**src/rtl/core/autorange_current_sense_with_fault_top_macros.svh**
```systemverilog
// Assertion macros shared by the current-sense RTL.
// Holds no logic; files that check their own behavior include it by name.
`ifndef AUTORANGE_CURRENT_SENSE_WITH_FAULT_TOP_MACROS_SVH
`define AUTORANGE_CURRENT_SENSE_WITH_FAULT_TOP_MACROS_SVH
`ifndef SYNTHESIS
// Check that cons holds in the same cycle as ante.
`define ACS_ASSERT_SAME(lbl, clk, rstn, ante, cons) \
  lbl: assert property (@(posedge clk) disable iff (!rstn) (ante) |-> (cons)) \
    else $error("%m: check failed");
// Check that cons holds in the cycle after ante.
`define ACS_ASSERT_NEXT(lbl, clk, rstn, ante, cons) \
  lbl: assert property (@(posedge clk) disable iff (!rstn) (ante) |=> (cons)) \
    else $error("%m: check failed");
`else
`define ACS_ASSERT_SAME(lbl, clk, rstn, ante, cons)
`define ACS_ASSERT_NEXT(lbl, clk, rstn, ante, cons)
`endif
`endif

```
**src/rtl/core/acs_pkg.sv**
```systemverilog
// Shared types, constants and coefficient scaling for the current-sense block.
// No dependencies.
`default_nettype none

package acs_pkg;

  localparam int RAW_W     = 12;  // ADC code field width
  localparam int OUT_W     = 16;  // current in 1/4096 A
  localparam int OUT_FRAC  = 12;  // fraction bits of the output current
  localparam int CFG_W     = 16;  // widest configuration register
  localparam int CFG_IDX_W = 2;
  localparam int LIMIT_W   = 8;
  localparam int CNT_W     = 8;
  localparam int ACC_W     = 64;  // Horner accumulator, signed
  localparam int NUM_COEF  = 11;  // coefficient tables cover degree up to 10

  localparam logic [CFG_W-1:0]   LOW_THRESHOLD_RST   = 16'd2048;
  localparam logic [CFG_W-1:0]   HIGH_THRESHOLD_RST  = 16'd2867;
  localparam logic [CFG_W-1:0]   MISMATCH_OFFSET_RST = 16'd410;
  localparam logic [LIMIT_W-1:0] MISMATCH_LIMIT_RST  = 8'd5;

  localparam logic signed [ACC_W-1:0] COEF_LIM = 64'sd1 <<< 61;
  localparam logic signed [ACC_W-1:0] ACC_LIM  = 64'sd1 <<< 62;

  // Decimal coefficients: value = mant * 10^-exp, index = power of the code
  localparam int COARSE_MANT [NUM_COEF] = '{
    106078, 335855, -380117, 124020, -219820, 234779,
    -158241, 676420, -177464, 260202, -163034
  };
  localparam int COARSE_EXP [NUM_COEF] = '{6, 8, 11, 13, 16, 19, 22, 26, 29, 33, 37};
  localparam int FINE_MANT [NUM_COEF] = '{
    963830, 304127, -239639, 530865, -639218, 484118,
    -249323, 882230, -203675, 272220, -157915
  };
  localparam int FINE_EXP [NUM_COEF] = '{8, 9, 12, 15, 18, 21, 24, 28, 31, 35, 39};

  typedef enum logic [CFG_IDX_W-1:0] {
    CFG_LOW_THRESHOLD,
    CFG_HIGH_THRESHOLD,
    CFG_MISMATCH_OFFSET,
    CFG_MISMATCH_LIMIT
  } cfg_idx_e;

  typedef enum logic [1:0] {
    RAW_LARGE,
    RAW_SMALL,
    RAW_QUICK
  } raw_sel_e;

  typedef struct packed {
    logic     load;         // capture the input item
    logic     start;        // begin a polynomial evaluation
    logic     poly_coarse;  // 1: coarse table, 0: fine table
    raw_sel_e raw_sel;
    logic     dst_chk;      // write the reading to the cross-check register
    logic     clr_c;        // zero the main reading
  } acs_cmd_t;

  typedef struct packed {
    logic busy;
    logic done;
    logic below_low;
    logic above_high;
    logic mismatch;
  } acs_stat_t;

  // Scale a decimal coefficient to round(a * 2^(adc_bits*k + frac_bits)),
  // half up on the magnitude, saturated to +-2^61. Elaboration only.
  function automatic logic signed [ACC_W-1:0] scale_coef(input int mant, input int exp10,
                                                         input int k, input int adc_bits,
                                                         input int frac_bits);
    logic [255:0]     num;
    logic [ACC_W-1:0] v;
    logic             neg;
    int               s;
    int               e;
    neg = (mant < 0);
    num = neg ? 256'(-mant) : 256'(mant);
    s   = adc_bits * k + frac_bits + 1;
    num = num << s;
    for (e = 0; e < exp10; e++) begin
      num = num / 256'd10;
    end
    if (num >= (256'd1 << 62)) begin
      v = ACC_W'(COEF_LIM);
    end else begin
      v = ACC_W'((num + 256'd1) >> 1);
      if (v > ACC_W'(COEF_LIM)) begin
        v = ACC_W'(COEF_LIM);
      end
    end
    return neg ? -$signed(v) : $signed(v);
  endfunction

endpackage

`default_nettype wire

```
**src/rtl/core/acs_if.sv**
```systemverilog
// Valid/ready channels for input items and result items.
// Depends on acs_pkg for field widths.
`default_nettype none

interface acs_in_if import acs_pkg::*; ();
  logic             valid;
  logic             ready;
  logic [RAW_W-1:0] raw_large;
  logic [RAW_W-1:0] raw_small;
  logic [RAW_W-1:0] raw_large_quick;
  logic             high_range_enabled;

  modport source (output valid, output raw_large, output raw_small,
                  output raw_large_quick, output high_range_enabled, input ready);
  modport sink (input valid, input raw_large, input raw_small,
                input raw_large_quick, input high_range_enabled, output ready);
endinterface

interface acs_out_if import acs_pkg::*; ();
  logic             valid;
  logic             ready;
  logic [OUT_W-1:0] current_value;
  logic             overcurrent_fault;
  logic             range_large;

  modport source (output valid, output current_value, output overcurrent_fault,
                  output range_large, input ready);
  modport sink (input valid, input current_value, input overcurrent_fault,
                input range_large, output ready);
endinterface

`default_nettype wire

```
**src/rtl/core/acs_datapath.sv**
```systemverilog
// Shared Horner multiply-add unit, reading registers and threshold compares.
// Depends on acs_pkg; driven by acs_ctrl through acs_cmd_t.
`default_nettype none

module acs_datapath import acs_pkg::*; #(
  parameter int ADC_BITS      = 12,
  parameter int FRACTION_BITS = 24,
  parameter int POLY_DEGREE   = 10
) (
  input  logic             clk_i,
  input  logic             rst_ni,
  input  acs_cmd_t         cmd_i,
  output acs_stat_t        stat_o,
  input  logic [RAW_W-1:0] raw_large_i,
  input  logic [RAW_W-1:0] raw_small_i,
  input  logic [RAW_W-1:0] raw_large_quick_i,
  input  logic             high_range_enabled_i,
  input  logic [CFG_W-1:0] low_threshold_i,
  input  logic [CFG_W-1:0] high_threshold_i,
  input  logic [CFG_W-1:0] mismatch_offset_i,
  output logic [OUT_W-1:0] current_value_o
);

  `include "autorange_current_sense_with_fault_top_macros.svh"

  localparam int KW       = $clog2(POLY_DEGREE + 1);
  localparam int HI_W     = ACC_W - 1 - ADC_BITS;
  localparam int OutShift = FRACTION_BITS - OUT_FRAC;
  localparam logic [RAW_W-1:0] RawMask   = RAW_W'((64'd1 << ADC_BITS) - 64'd1);
  localparam logic [ACC_W-1:0] LoMask    = (ACC_W'(1) << ADC_BITS) - ACC_W'(1);
  localparam logic [ACC_W-1:0] MulHalf   = ACC_W'(1) << (ADC_BITS - 1);
  localparam logic [ACC_W-1:0] RoundHalf = ACC_W'(1) << (OutShift - 1);

  typedef enum logic [1:0] {
    P_IDLE,
    P_RUN,
    P_FIN
  } phase_e;

  logic signed [ACC_W-1:0] coarse_coef [POLY_DEGREE+1];
  logic signed [ACC_W-1:0] fine_coef   [POLY_DEGREE+1];

  for (genvar gi = 0; gi <= POLY_DEGREE; gi++) begin : g_coef
    localparam logic signed [ACC_W-1:0] CoarseQ =
      scale_coef(COARSE_MANT[gi], COARSE_EXP[gi], gi, ADC_BITS, FRACTION_BITS);
    localparam logic signed [ACC_W-1:0] FineQ =
      scale_coef(FINE_MANT[gi], FINE_EXP[gi], gi, ADC_BITS, FRACTION_BITS);
    assign coarse_coef[gi] = CoarseQ;
    assign fine_coef[gi]   = FineQ;
  end

  phase_e                  phase_q, phase_d;
  logic [KW-1:0]           k_q, k_d;
  logic                    poly_q;
  raw_sel_e                sel_q;
  logic                    dst_chk_q;
  logic signed [ACC_W-1:0] acc_q;
  logic [OUT_W-1:0]        c_q, chk_q;
  logic [RAW_W-1:0]        large_q, small_q, quick_q;
  logic                    en_q;

  logic [RAW_W-1:0]        raw_cur, raw_m;
  logic signed [ACC_W-1:0] coef_k;
  logic [ACC_W-1:0]        mag, prod_hi, prod_lo, prod;
  logic [HI_W-1:0]         mag_hi;
  logic signed [ACC_W-1:0] prod_s, sum, sum_sat;
  logic [ACC_W-1:0]        rnd, shifted;
  logic                    force_zero;
  logic [OUT_W-1:0]        reading;

  // One Horner step: acc * x rounded half away from zero, plus coefficient, saturated to +-2^62
  always_comb begin
    case (sel_q)
      RAW_LARGE: raw_cur = large_q;
      RAW_SMALL: raw_cur = small_q;
      RAW_QUICK: raw_cur = quick_q;
      default:   raw_cur = '0;
    endcase
    raw_m   = raw_cur & RawMask;
    coef_k  = poly_q ? coarse_coef[k_q] : fine_coef[k_q];
    mag     = acc_q[ACC_W-1] ? ACC_W'(-acc_q) : ACC_W'(acc_q);
    mag_hi  = mag[ACC_W-2:ADC_BITS];
    prod_hi = ACC_W'(mag_hi) * ACC_W'(raw_m);
    prod_lo = ((mag & LoMask) * ACC_W'(raw_m) + MulHalf) >> ADC_BITS;
    prod    = prod_hi + prod_lo;
    prod_s  = acc_q[ACC_W-1] ? -$signed(prod) : $signed(prod);
    sum     = prod_s + coef_k;
    if (sum > ACC_LIM) begin
      sum_sat = ACC_LIM;
    end else if (sum < -ACC_LIM) begin
      sum_sat = -ACC_LIM;
    end else begin
      sum_sat = sum;
    end
  end

  // Final rounding to 1/4096 A with clamp; zero for disabled range, a non-positive value or coarse code zero
  always_comb begin
    force_zero = !en_q || (poly_q && (raw_m == '0));
    rnd        = ACC_W'(acc_q) + RoundHalf;
    shifted    = rnd >> OutShift;
    if (force_zero || acc_q[ACC_W-1] || (acc_q == '0)) begin
      reading = '0;
    end else if (|shifted[ACC_W-1:OUT_W]) begin
      reading = '1;
    end else begin
      reading = shifted[OUT_W-1:0];
    end
  end

  always_comb begin
    phase_d = phase_q;
    k_d     = k_q;
    unique case (phase_q)
      P_IDLE: begin
        if (cmd_i.start) begin
          phase_d = P_RUN;
          k_d     = KW'(POLY_DEGREE - 1);
        end
      end
      P_RUN: begin
        if (k_q == '0) begin
          phase_d = P_FIN;
        end else begin
          k_d = k_q - KW'(1);
        end
      end
      P_FIN:   phase_d = P_IDLE;
      default: phase_d = P_IDLE;
    endcase
  end

  always_ff @(posedge clk_i or negedge rst_ni) begin
    if (!rst_ni) begin
      phase_q <= P_IDLE;
      k_q     <= '0;
    end else begin
      phase_q <= phase_d;
      k_q     <= k_d;
    end
  end

  always_ff @(posedge clk_i) begin
    if (cmd_i.load) begin
      large_q <= raw_large_i;
      small_q <= raw_small_i;
      quick_q <= raw_large_quick_i;
      en_q    <= high_range_enabled_i;
    end
    if (cmd_i.start) begin
      poly_q    <= cmd_i.poly_coarse;
      sel_q     <= cmd_i.raw_sel;
      dst_chk_q <= cmd_i.dst_chk;
      acc_q     <= cmd_i.poly_coarse ? coarse_coef[POLY_DEGREE] : fine_coef[POLY_DEGREE];
    end else if (phase_q == P_RUN) begin
      acc_q <= sum_sat;
    end
    if (phase_q == P_FIN) begin
      if (dst_chk_q) begin
        chk_q <= reading;
      end else begin
        c_q <= reading;
      end
    end
    if (cmd_i.clr_c) begin
      c_q <= '0;
    end
  end

  assign stat_o.busy       = (phase_q != P_IDLE);
  assign stat_o.done       = (phase_q == P_FIN);
  assign stat_o.below_low  = (c_q < low_threshold_i);
  assign stat_o.above_high = (c_q > high_threshold_i);
  assign stat_o.mismatch   = ({1'b0, chk_q} > ({1'b0, c_q} + {1'b0, mismatch_offset_i}));
  assign current_value_o   = c_q;

  `ACS_ASSERT_NEXT(a_zero_reading, clk_i, rst_ni, (phase_q == P_FIN) && force_zero && !dst_chk_q, c_q == '0)

endmodule

`default_nettype wire

```
**src/rtl/core/acs_ctrl.sv**
```systemverilog
// Sequencer for range selection, cross-check counting and fault reporting.
// Depends on acs_pkg; commands acs_datapath.
`default_nettype none

module acs_ctrl import acs_pkg::*; (
  input  logic               clk_i,
  input  logic               rst_ni,
  input  logic               in_valid_i,
  output logic               in_ready_o,
  input  logic               slot_free_i,
  input  logic [LIMIT_W-1:0] mismatch_limit_i,
  output acs_cmd_t           cmd_o,
  input  acs_stat_t          stat_i,
  output logic               emit_o,
  output logic               fault_o,
  output logic               range_large_o
);

  `include "autorange_current_sense_with_fault_top_macros.svh"

  typedef enum logic [2:0] {
    S_IDLE,
    S_WAIT_MAIN,
    S_DEC_COARSE,
    S_START_CHK,
    S_WAIT_CHK,
    S_DEC_FINE,
    S_WAIT_LAST,
    S_EMIT
  } state_e;

  state_e           state_q, state_d;
  logic             range_q, range_d;
  logic [CNT_W-1:0] cnt_q, cnt_d;
  logic             fault_q, fault_d;
  logic [CNT_W-1:0] cnt_inc;

  always_comb begin
    state_d    = state_q;
    range_d    = range_q;
    cnt_d      = cnt_q;
    fault_d    = fault_q;
    cmd_o      = '0;
    in_ready_o = 1'b0;
    emit_o     = 1'b0;
    cnt_inc    = cnt_q + CNT_W'(1);
    unique case (state_q)
      S_IDLE: begin
        in_ready_o = !stat_i.busy;
        if (in_valid_i && !stat_i.busy) begin
          cmd_o.load        = 1'b1;
          cmd_o.start       = 1'b1;
          cmd_o.poly_coarse = range_q;
          cmd_o.raw_sel     = range_q ? RAW_LARGE : RAW_SMALL;
          fault_d           = 1'b0;
          state_d           = S_WAIT_MAIN;
        end
      end
      S_WAIT_MAIN: begin
        if (stat_i.done) begin
          state_d = range_q ? S_DEC_COARSE : S_START_CHK;
        end
      end
      S_DEC_COARSE: begin
        // hand over to fine range and take the fine reading instead
        if (stat_i.below_low) begin
          range_d           = 1'b0;
          cmd_o.start       = 1'b1;
          cmd_o.poly_coarse = 1'b0;
          cmd_o.raw_sel     = RAW_SMALL;
          state_d           = S_WAIT_LAST;
        end else begin
          state_d = S_EMIT;
        end
      end
      S_START_CHK: begin
        cmd_o.start       = 1'b1;
        cmd_o.poly_coarse = 1'b1;
        cmd_o.raw_sel     = RAW_QUICK;
        cmd_o.dst_chk     = 1'b1;
        state_d           = S_WAIT_CHK;
      end
      S_WAIT_CHK: begin
        if (stat_i.done) begin
          state_d = S_DEC_FINE;
        end
      end
      S_DEC_FINE: begin
        if (stat_i.mismatch) begin
          if (cnt_q != '1) begin
            cnt_d = cnt_inc;
            if (cnt_inc == mismatch_limit_i) begin
              fault_d = 1'b1;
            end
          end
        end else begin
          cnt_d = '0;
        end
        if (fault_d) begin
          cmd_o.clr_c = 1'b1;
          state_d     = S_EMIT;
        end else if (stat_i.above_high) begin
          range_d           = 1'b1;
          cmd_o.start       = 1'b1;
          cmd_o.poly_coarse = 1'b1;
          cmd_o.raw_sel     = RAW_LARGE;
          state_d           = S_WAIT_LAST;
        end else begin
          state_d = S_EMIT;
        end
      end
      S_WAIT_LAST: begin
        if (stat_i.done) begin
          state_d = S_EMIT;
        end
      end
      S_EMIT: begin
        if (slot_free_i) begin
          emit_o  = 1'b1;
          state_d = S_IDLE;
        end
      end
      default: state_d = S_IDLE;
    endcase
  end

  always_ff @(posedge clk_i or negedge rst_ni) begin
    if (!rst_ni) begin
      state_q <= S_IDLE;
      range_q <= 1'b1;
      cnt_q   <= '0;
      fault_q <= 1'b0;
    end else begin
      state_q <= state_d;
      range_q <= range_d;
      cnt_q   <= cnt_d;
      fault_q <= fault_d;
    end
  end

  assign fault_o       = fault_q;
  assign range_large_o = range_q;

  `ACS_ASSERT_SAME(a_start_when_free, clk_i, rst_ni, cmd_o.start && (state_q != S_IDLE), !stat_i.busy)
  `ACS_ASSERT_NEXT(a_fault_at_limit, clk_i, rst_ni, (state_q == S_DEC_FINE) && fault_d, (cnt_q == $past(mismatch_limit_i)) && !range_q)

endmodule

`default_nettype wire

```
**src/rtl/core/autorange_current_sense_with_fault_top.sv**
```systemverilog
// Per item: in coarse range the main reading is emitted, or below the low threshold the block
// hands over to fine and takes the fine reading. In fine range a coarse cross-check on the quick
// code follows; at the mismatch limit a fault emits zero, and above the high threshold the block
// hands over to coarse. Each Horner evaluation holds the shared multiply-add unit. One item at
// a time: the next is taken the cycle after the result loads; a full result register delays it.
// Reset (async, active low): coarse range, mismatch count zero, registers to defaults.
`default_nettype none

module autorange_current_sense_with_fault_top import acs_pkg::*; #(
  parameter int ADC_BITS      = 12,
  parameter int FRACTION_BITS = 24,
  parameter int POLY_DEGREE   = 10
) (
  input  logic                 clk_i,
  input  logic                 rst_ni,
  acs_in_if.sink               in_i,
  acs_out_if.source            out_o,
  input  logic                 cfg_we_i,
  input  logic [CFG_IDX_W-1:0] cfg_idx_i,
  input  logic [CFG_W-1:0]     cfg_data_i
);

  // Configuration registers
  logic [CFG_W-1:0]   low_threshold_q;
  logic [CFG_W-1:0]   high_threshold_q;
  logic [CFG_W-1:0]   mismatch_offset_q;
  logic [LIMIT_W-1:0] mismatch_limit_q;

  // Controller/datapath link
  acs_cmd_t           cmd;
  acs_stat_t          stat;
  logic               emit;
  logic               fault;
  logic               range_large;
  logic [OUT_W-1:0]   current_value;
  logic               slot_free;

  // Output register
  logic               out_valid_q;
  logic [OUT_W-1:0]   out_current_q;
  logic               out_fault_q;
  logic               out_range_q;

  // Write the addressed register; the user must write only while the block is idle, which the block does not enforce
  always_ff @(posedge clk_i or negedge rst_ni) begin
    if (!rst_ni) begin
      low_threshold_q   <= LOW_THRESHOLD_RST;
      high_threshold_q  <= HIGH_THRESHOLD_RST;
      mismatch_offset_q <= MISMATCH_OFFSET_RST;
      mismatch_limit_q  <= MISMATCH_LIMIT_RST;
    end else if (cfg_we_i) begin
      unique case (cfg_idx_e'(cfg_idx_i))
        CFG_LOW_THRESHOLD:   low_threshold_q   <= cfg_data_i;
        CFG_HIGH_THRESHOLD:  high_threshold_q  <= cfg_data_i;
        CFG_MISMATCH_OFFSET: mismatch_offset_q <= cfg_data_i;
        CFG_MISMATCH_LIMIT:  mismatch_limit_q  <= cfg_data_i[LIMIT_W-1:0];
        default: ;
      endcase
    end
  end

  // The output register can take a new result when empty or when its
  // current transfer completes this cycle.
  assign slot_free = !out_valid_q || out_o.ready;

  acs_ctrl u_ctrl (
    .clk_i            (clk_i),
    .rst_ni           (rst_ni),
    .in_valid_i       (in_i.valid),
    .in_ready_o       (in_i.ready),
    .slot_free_i      (slot_free),
    .mismatch_limit_i (mismatch_limit_q),
    .cmd_o            (cmd),
    .stat_i           (stat),
    .emit_o           (emit),
    .fault_o          (fault),
    .range_large_o    (range_large)
  );

  acs_datapath #(
    .ADC_BITS      (ADC_BITS),
    .FRACTION_BITS (FRACTION_BITS),
    .POLY_DEGREE   (POLY_DEGREE)
  ) u_datapath (
    .clk_i                (clk_i),
    .rst_ni               (rst_ni),
    .cmd_i                (cmd),
    .stat_o               (stat),
    .raw_large_i          (in_i.raw_large),
    .raw_small_i          (in_i.raw_small),
    .raw_large_quick_i    (in_i.raw_large_quick),
    .high_range_enabled_i (in_i.high_range_enabled),
    .low_threshold_i      (low_threshold_q),
    .high_threshold_i     (high_threshold_q),
    .mismatch_offset_i    (mismatch_offset_q),
    .current_value_o      (current_value)
  );

  // Hold the result until its transfer completes; load when the controller emits
  always_ff @(posedge clk_i or negedge rst_ni) begin
    if (!rst_ni) begin
      out_valid_q <= 1'b0;
    end else if (emit) begin
      out_valid_q <= 1'b1;
    end else if (out_o.ready) begin
      out_valid_q <= 1'b0;
    end
  end

  always_ff @(posedge clk_i) begin
    if (emit) begin
      out_current_q <= current_value;
      out_fault_q   <= fault;
      out_range_q   <= range_large;
    end
  end

  assign out_o.valid             = out_valid_q;
  assign out_o.current_value     = out_current_q;
  assign out_o.overcurrent_fault = out_fault_q;
  assign out_o.range_large       = out_range_q;

endmodule

`default_nettype wire
```
**src/flat_wrapper.sv**
```systemverilog
// flat-port wrapper written by rule: the top's interface ports become plain ports
module autorange_current_sense_with_fault_top_flat import acs_pkg::*;
#(
  parameter int ADC_BITS      = 12,
  parameter int FRACTION_BITS = 24,
  parameter int POLY_DEGREE   = 10
)
  (clk_i, rst_ni, cfg_we_i, cfg_idx_i, cfg_data_i, in_i_valid, in_i_raw_large, in_i_raw_small, in_i_raw_large_quick, in_i_high_range_enabled, in_i_ready, out_o_valid, out_o_current_value, out_o_overcurrent_fault, out_o_range_large, out_o_ready);
  acs_in_if in_i_i ();
  acs_out_if out_o_i ();
  input  logic clk_i;
  input  logic rst_ni;
  input  logic cfg_we_i;
  input  logic [CFG_IDX_W-1:0] cfg_idx_i;
  input  logic [CFG_W-1:0] cfg_data_i;
  input wire logic [$bits(in_i_i.valid)-1:0] in_i_valid;
  input wire logic [$bits(in_i_i.raw_large)-1:0] in_i_raw_large;
  input wire logic [$bits(in_i_i.raw_small)-1:0] in_i_raw_small;
  input wire logic [$bits(in_i_i.raw_large_quick)-1:0] in_i_raw_large_quick;
  input wire logic [$bits(in_i_i.high_range_enabled)-1:0] in_i_high_range_enabled;
  output wire logic [$bits(in_i_i.ready)-1:0] in_i_ready;
  output wire logic [$bits(out_o_i.valid)-1:0] out_o_valid;
  output wire logic [$bits(out_o_i.current_value)-1:0] out_o_current_value;
  output wire logic [$bits(out_o_i.overcurrent_fault)-1:0] out_o_overcurrent_fault;
  output wire logic [$bits(out_o_i.range_large)-1:0] out_o_range_large;
  input wire logic [$bits(out_o_i.ready)-1:0] out_o_ready;
  assign in_i_i.valid = in_i_valid;
  assign in_i_i.raw_large = in_i_raw_large;
  assign in_i_i.raw_small = in_i_raw_small;
  assign in_i_i.raw_large_quick = in_i_raw_large_quick;
  assign in_i_i.high_range_enabled = in_i_high_range_enabled;
  assign in_i_ready = in_i_i.ready;
  assign out_o_valid = out_o_i.valid;
  assign out_o_current_value = out_o_i.current_value;
  assign out_o_overcurrent_fault = out_o_i.overcurrent_fault;
  assign out_o_range_large = out_o_i.range_large;
  assign out_o_i.ready = out_o_ready;
  autorange_current_sense_with_fault_top #(.ADC_BITS(ADC_BITS), .FRACTION_BITS(FRACTION_BITS), .POLY_DEGREE(POLY_DEGREE)) u_core (.clk_i(clk_i), .rst_ni(rst_ni), .in_i(in_i_i), .out_o(out_o_i), .cfg_we_i(cfg_we_i), .cfg_idx_i(cfg_idx_i), .cfg_data_i(cfg_data_i));
endmodule
```
**config.mk**
```make
export PLATFORM = sky130hd
export DESIGN_NAME = autorange_current_sense_with_fault_top_flat
export DESIGN_NICKNAME = d
export VERILOG_FILES = /design/src/rtl/core/acs_pkg.sv /design/src/rtl/core/acs_if.sv /design/src/rtl/core/acs_datapath.sv /design/src/rtl/core/acs_ctrl.sv /design/src/rtl/core/autorange_current_sense_with_fault_top.sv /design/src/flat_wrapper.sv
export VERILOG_INCLUDE_DIRS = /design/src /design/src/rtl/core
export SDC_FILE = /design/constraint.sdc
export NUM_CORES = 2
export LEC_CHECK = 0
export ABC_CLOCK_PERIOD_IN_PS = 42000
export BUFFER_PORTS_ARGS = -buffer_cell sky130_fd_sc_hd__buf_2
export CORE_UTILIZATION = 45
export CTS_BUF_LIST = sky130_fd_sc_hd__clkbuf_16
export DETAILED_ROUTE_END_ITERATION = 12
export SYNTH_ARGS = -nofsm -noshare
export SYNTH_HDL_FRONTEND = slang
export SYNTH_SLANG_ARGS = --single-unit
```
**constraint.sdc**
```tcl
create_clock -name clk_i -period 42 [get_ports clk_i]
set_input_delay 8.4 -clock clk_i [delete_from_list [all_inputs] [get_ports clk_i]]
set_output_delay 8.4 -clock clk_i [all_outputs]
set_load 0.1 [all_outputs]
```
---- After elaboration in Yosys (flattened, before gate mapping) ----
Memory sizes are Yosys's and may differ from the RTL's.
Index checks and enable logic that the tools add are counted.
Widths: inputs -> output; s select.
storage, ports and cells
  bits in registers ....................... 231
  latch bits .............................. 0
  bits in writable memories ............... 0
  memory bits (read-only) ................. 2048
  memories ................................ 2
cells by class
  $add $sub $neg .......................... 9
  multiply operators ...................... 2
  divide/modulo/power cells ............... 0
  $lt $le $gt $ge ......................... 6
  equal/unequal tests ..................... 28
  shifts and indexed selects .............. 0
  muxes and demuxes ....................... 58
  bitwise gates (word level) .............. 2
  reductions and logical operators ........ 35
memories
  memory            words  width  rd ports  clocked after memory_dff  write ports  line                RTL
  (name not given)  16     64     1         0                         0            acs_datapath.sv:80  coef_k = poly_q ? coarse_coef[k_q] : fine_coef[k_q];
  (name not given)  16     64     1         0                         0            acs_datapath.sv:80
operators by type and width
  cell                    number
  $mux 64                 10
  $add 63x13->64          1
  $add 64x12->64 const B  1
  $add 64x64->64          1
  $gt 64x64->1 const B    1
  $logic_not 64->1        1
  $lt 64x63->1 const B    1
  $neg 64->64             1
  $mul 51x12->63          1
  $mux 63                 1
  $neg 63->63             1
  $mux 39                 1
  $pmux 12 s3             1
  $reduce_or 36->1        1
  $mux 16                 2
  $add 24x12->25 const B  1
  $mul 12x12->24          1
  $pmux 3 s8              1
  $mux 1                  22
  $mux 4                  5
  $reduce_and 2->1        9
  $add 16x16->17          1
  $gt 16x17->1            1
  $gt 16x16->1            1
  other kinds (34)        73

---- Longest topological paths before layout ----
  word-level depth ........................ 13
  gate-level depth with buffers ........... 67

---- Cells and area by module ----
Synthesis repeated with hierarchy kept, for this count alone.
unflattened totals
  cells, all modules ...................... 5248
  area, all modules ....................... 44554.0 sq um
modules (own cells, without submodules)
  module                                  times used  cells each  area each (sq um)
  acs_datapath                            1           4985        40846.7
  autorange_current_sense_with_fault_top  1           140         2705.1
  acs_ctrl                                1           123         1002.2

---- Worst setup path before layout ----
OpenSTA, ideal clock, no wires.
  kind .................................... flip-flop to flip-flop
  start point ............................. register u_core.u_datapath.sel_q[0]
  end point ............................... register u_core.u_datapath.acc_q[37], data pin
  library setup time ...................... 0.165 ns
  data arrival time ....................... 15.294 ns
  required time ........................... 41.835 ns
  slack ................................... 26.541 ns
  stages on the path, launching flop included .. 63
  buffers on the path ..................... 8
  period minus slack after synthesis ...... 15.459 ns
  path through ............................ edfxtp_1 > buf_1 > mux2i_1 > o21ai_0 > clkbuf_1 > clkbuf_1 > nand2_1 > fa_1 > inv_1 > fa_1 > inv_1 > fa_1 > inv_1 > fa_1 > inv_1 > fa_1 > inv_1 > ha_1 > [27 not listed] > xnor2_1 > ha_1 > buf_2 > a21o_1 > a31o_2 > a221oi_1 > a21oi_1 > or2_2 > or3_1 > a2111o_1 > nor4_1 > nand4_1 > nor4bb_1 > a41o_1 > a21oi_2 > buf_4 > buf_6 > o31ai_2
on the way
  word-level cells in the longest chain between the ends .. 13
  elaborated cells between the ends (all ways) .. 17
  those cells by class .................... add/sub (4); mul (2); order compare (2); eq/ne (2); mux (6); reduce/logical (1)
ends and longest elaborated chain
  what                                      line                 RTL
  from (decl)                               acs_datapath.sv:55   raw_sel_e sel_q;
  from (signal assigned)                    acs_datapath.sv:152  sel_q <= cmd_i.raw_sel;
  $eq 2x2->1, or another cell as far along  acs_datapath.sv:73   case (sel_q)
  $pmux 12 s3 (*)                           acs_datapath.sv:73
  $mul 12x12->24                            acs_datapath.sv:84   prod_lo = ((mag & LoMask) * ACC_W'(raw_m) + MulHalf) >> ADC_BITS;
  $add 24x12->25                            acs_datapath.sv:84
  $add 63x13->64 (*)                        acs_datapath.sv:85   prod = prod_hi + prod_lo;
  $neg 64->64                               acs_datapath.sv:86   prod_s = acc_q[ACC_W-1] ? -$signed(prod) : $signed(prod);
  $mux 64 (*)                               acs_datapath.sv:86
  $add 64x64->64 (*)                        acs_datapath.sv:87   sum = prod_s + coef_k;
  $lt 64x63->1                              acs_datapath.sv:90   end else if (sum < -ACC_LIM) begin
  $mux 64                                   acs_datapath.sv:90
  $mux 64 (*)                               acs_datapath.sv:88   if (sum > ACC_LIM) begin
  $mux 64 (*)                               acs_datapath.sv:155  end else if (phase_q == P_RUN) begin
  $mux 64 (*)                               acs_datapath.sv:150  if (cmd_i.start) begin
  to (signal assigned)                      acs_datapath.sv:154  acc_q <= cmd_i.poly_coarse ? coarse_coef[POLY_DEGREE] : fine_coef[POLY_DEGREE];
  to (signal assigned)                      acs_datapath.sv:156  acc_q <= sum_sat;
  to (decl)                                 acs_datapath.sv:57   logic signed [ACC_W-1:0] acc_q;
Every way passes the cells marked *; elsewhere a longest branch is shown, timed or not. The select of a mux whose other input is x is not followed.
A chain may end at the register's enable or synchronous reset.

---- Final worst setup path ----
  start point ............................. register u_core.u_datapath.sel_q[0]
  end point ............................... register u_core.u_datapath.acc_q[4], data pin
Same word-level chain as after synthesis.

==> results.ini <==
[placed_design]
dp.final_hpwl_mm=121
port_buffers=79
gp_congestion=0.990

[worst_setup_path]
ff2ff_setup_slack_ns=23.19
end_kind=register
timing.rr.start=u_core.u_datapath.sel_q[0]
crit_buf_inv=6
cpPeakStageDelay_ns=0.84
r2r_cells=58
r2r_end=u_core.u_datapath.acc_q[4]
path_common_cell=fa_1
path_class=register to register
cp_top_family=compound AO/OA/AOI/OAI gates
worst_path_max_delay_cell=nor2b_1
start_kind=register
arrival_ns=19.18
worstPathMaxFanout=57
required_ns=42.37

[die]
fp.coreArea_um2=100000
fp.dieW_um=320
die-area_um2=103000
dieHeight_um=320
start_util_pct=45.5
std_cell_rows=116
io_pins=80

[cts]
insertion_delay_ns=0.59
cts.repair.resized=0
holdBufCountCts=0
cts_tree=yes
clockBufferDepth=3
post_cts_buffers=0
htreeDepth=1
clock_sinks=231
path_clk_slew_ns=0.06
numCtsBuffers=25
root_buffer=clkbuf_16

[outcome]
status=completed

[min_path]
hold_end=u_core.high_threshold_q[13]
min_from=u_core.high_threshold_q[13]
hold_class=register to register
worstHoldPathCells=1

[grt]
grt_pass1_vias=38800
grt_max_degree=73
antenna_found_initial=1
grt_overflow=0
grt_pass1_wl_mm=234
track_usage_pct=29.6

[routing]
ant_nets=0
viasPerCell=5.84
drtPass1Iterations=5
drc_errors=0
wl_per_cell_um=22.5
drtIter0Drc=3581
wirelength_mm=150
vias=38900

[synth]
yosysMostFrequentCell=nand2_1
syn_area_um2=45600
ys_seq_elements=231
synth_flop_cell=edfxtp_1
syn_nets=6420
yosysSeqAreaShare_pct=14.1
syn_inst=5398
yosysUniqueCellTypes=106
synthArstFlopShare_pct=32.9
yosys.area.top_type=fa_1
yosys.area.top_type_share_pct=26.6
ys_top_cells_by_count=nand2_1, inv_1, fa_1
synth_edf_count=139
yosys_warnings=0
netlist_top_cells_area=fa_1, ha_1, edfxtp_1, nand2_1, inv_1
syn_avg_cell_area_um2=8.45

[flow_run]
cap_violations=0

[timing]
finClkSkew_ns=0.0237
fin_setup_tns_ns=0
hold_viol_final=0
max_freq_mhz=53.2
rsz0062_at_grt=no
relSlewSlack_pct=19.2
fin_crit_sh_pct=44.8
final_max_slew_viol_count=0
setup_violations=0
period_minus_slack_ns=18.81
tightest_slew_ns=1.21

[final_layout]
area_growth_pct=5.32
nNetsFinal=6309
layout-drive-gt1-share_pct=6.80
final_util_pct=47.9

[power_and_ir_drop]
vdd_drop_max_v=0.0000255
power_density_nw_per_um2=10.8
p_leak_nw=22.2
total_power_uw=519

per-layer routing:
metal	global-route usage, %	part of all wire, %	vias to the layer above
met5	0	0	-
met4	7.10	2.8	0
met2	46.2	44	1439
met3	5.26	8.3	213
li1	-	-	17700
met1	42.4	45	19500
state kept, by name, indices dropped and copies added, names as in the netlist, 3 cells and up:
name / cells
u_core.u_datapath.current_value_o: 16
u_core.u_datapath.small_q: 12
u_core.u_ctrl.state_q: 3
u_core.u_datapath.large_q: 12
u_core.u_datapath.acc_q: 64
u_core.u_ctrl.cnt_q: 8
u_core.u_datapath.chk_q: 16
u_core.low_threshold_q: 16
u_core.mismatch_limit_q: 8
u_core.u_datapath.quick_q: 12
u_core.out_o.current_value: 16
u_core.u_datapath.k_q: 4
u_core.high_threshold_q: 16
u_core.mismatch_offset_q: 16
power by group:
group | switching (mW) | internal [mW]
clock network | 0.100 | 0.119
logic | 0.0223 | 0.0219
registers | 0.00474 | 0.251
total | 0.127 | 0.392
worst reg2reg max path, delay by kind of cell (launching register included):
family                   cells  cell delay [ns]
AO/OA/AOI/OAI               22             6.17
AND/OR/NAND/NOR             15             4.76
XOR/XNOR                     3             0.55
flip-flops                   1             0.70
buffers and inverters        6             1.22
adder cells (fa/ha/maj)     12             5.19
cells in the final DEF, fill, tap and decap left out, types with 27 or more instances in the layout:
master and instances:
buf_2 78, edfxtp_1 139, nand3_1 89, nor3_1 52, a21oi_1 236, a21o_1 98, nand2b_1 35, nand2_1 828
xnor2_1 203, o31ai_1 61, inv_1 727, o211ai_1 30, o21bai_1 32, o21a_1 46, buf_4 77, mux2_2 45
nor4_1 27, o21ai_0 207, or3_1 41, and2_1 117, and3_1 40, a211oi_1 32, ha_1 357, nand4_1 74
fa_1 605, dfrtp_1 60, xor2_1 90, nor2_1 353
metrics by stage:
| stage | setup slack, ns | hold slack, ns | cell area (um2) | std cells |
|---|---|---|---|---|
| final | 23.19 | 0.504 | 48000 | 6664 |
| after global routing | 22.15 | 0.511 | 48000 | 6663 |
| after CTS | 23.43 | 0.508 | 48000 | 6663 |
| after detailed placement | 23.47 | 0.493 | 47300 | 6617 |
| after global placement | 23.82 | 0.487 | 47300 | 6617 |
| after floorplan | 26.54 | 0.447 | 45600 | 5398 |
how the worst max path moves through the flow:
stage / start / end / depth (start not counted)
CTS: u_core.u_datapath.sel_q[0] / u_core.u_datapath.acc_q[4] / 61
floorplan: u_core.u_datapath.sel_q[0] / u_core.u_datapath.acc_q[37] / 62
finish: u_core.u_datapath.sel_q[0] / u_core.u_datapath.acc_q[4] / 58
global route: u_core.u_datapath.sel_q[0] / u_core.u_datapath.acc_q[35] / 61
global placement: u_core.u_datapath.sel_q[0] / u_core.u_datapath.acc_q[4] / 61
detailed placement: u_core.u_datapath.sel_q[0] / u_core.u_datapath.acc_q[4] / 61
layout make-up:
| cell class | instances | area, um2 |
|---|---|---|
| fill | 9764 | 52200 |
| multi-input combinational | 4151 | 35500 |
| sequential | 231 | 6420 |
| inverter | 723 | 2710 |
| tap | 1357 | 1700 |
| timing repair buffer | 155 | 968 |
| clock buffer | 26 | 651 |
| clock inverter | 20 | 133 |
| antenna | 1 | 2.50 |
cell families after synthesis:
group	count (synthesis)	synth area share, %
compound gates	1020	15.1
buf+inv	1016	8.56
fa+ha+maj	962	36.3
xor+xnor	300	5.82
simple gates	1800	18.4
flops	231	14.1
mux	69	1.64
No activity file was read; power rests on OpenSTA's default activity.
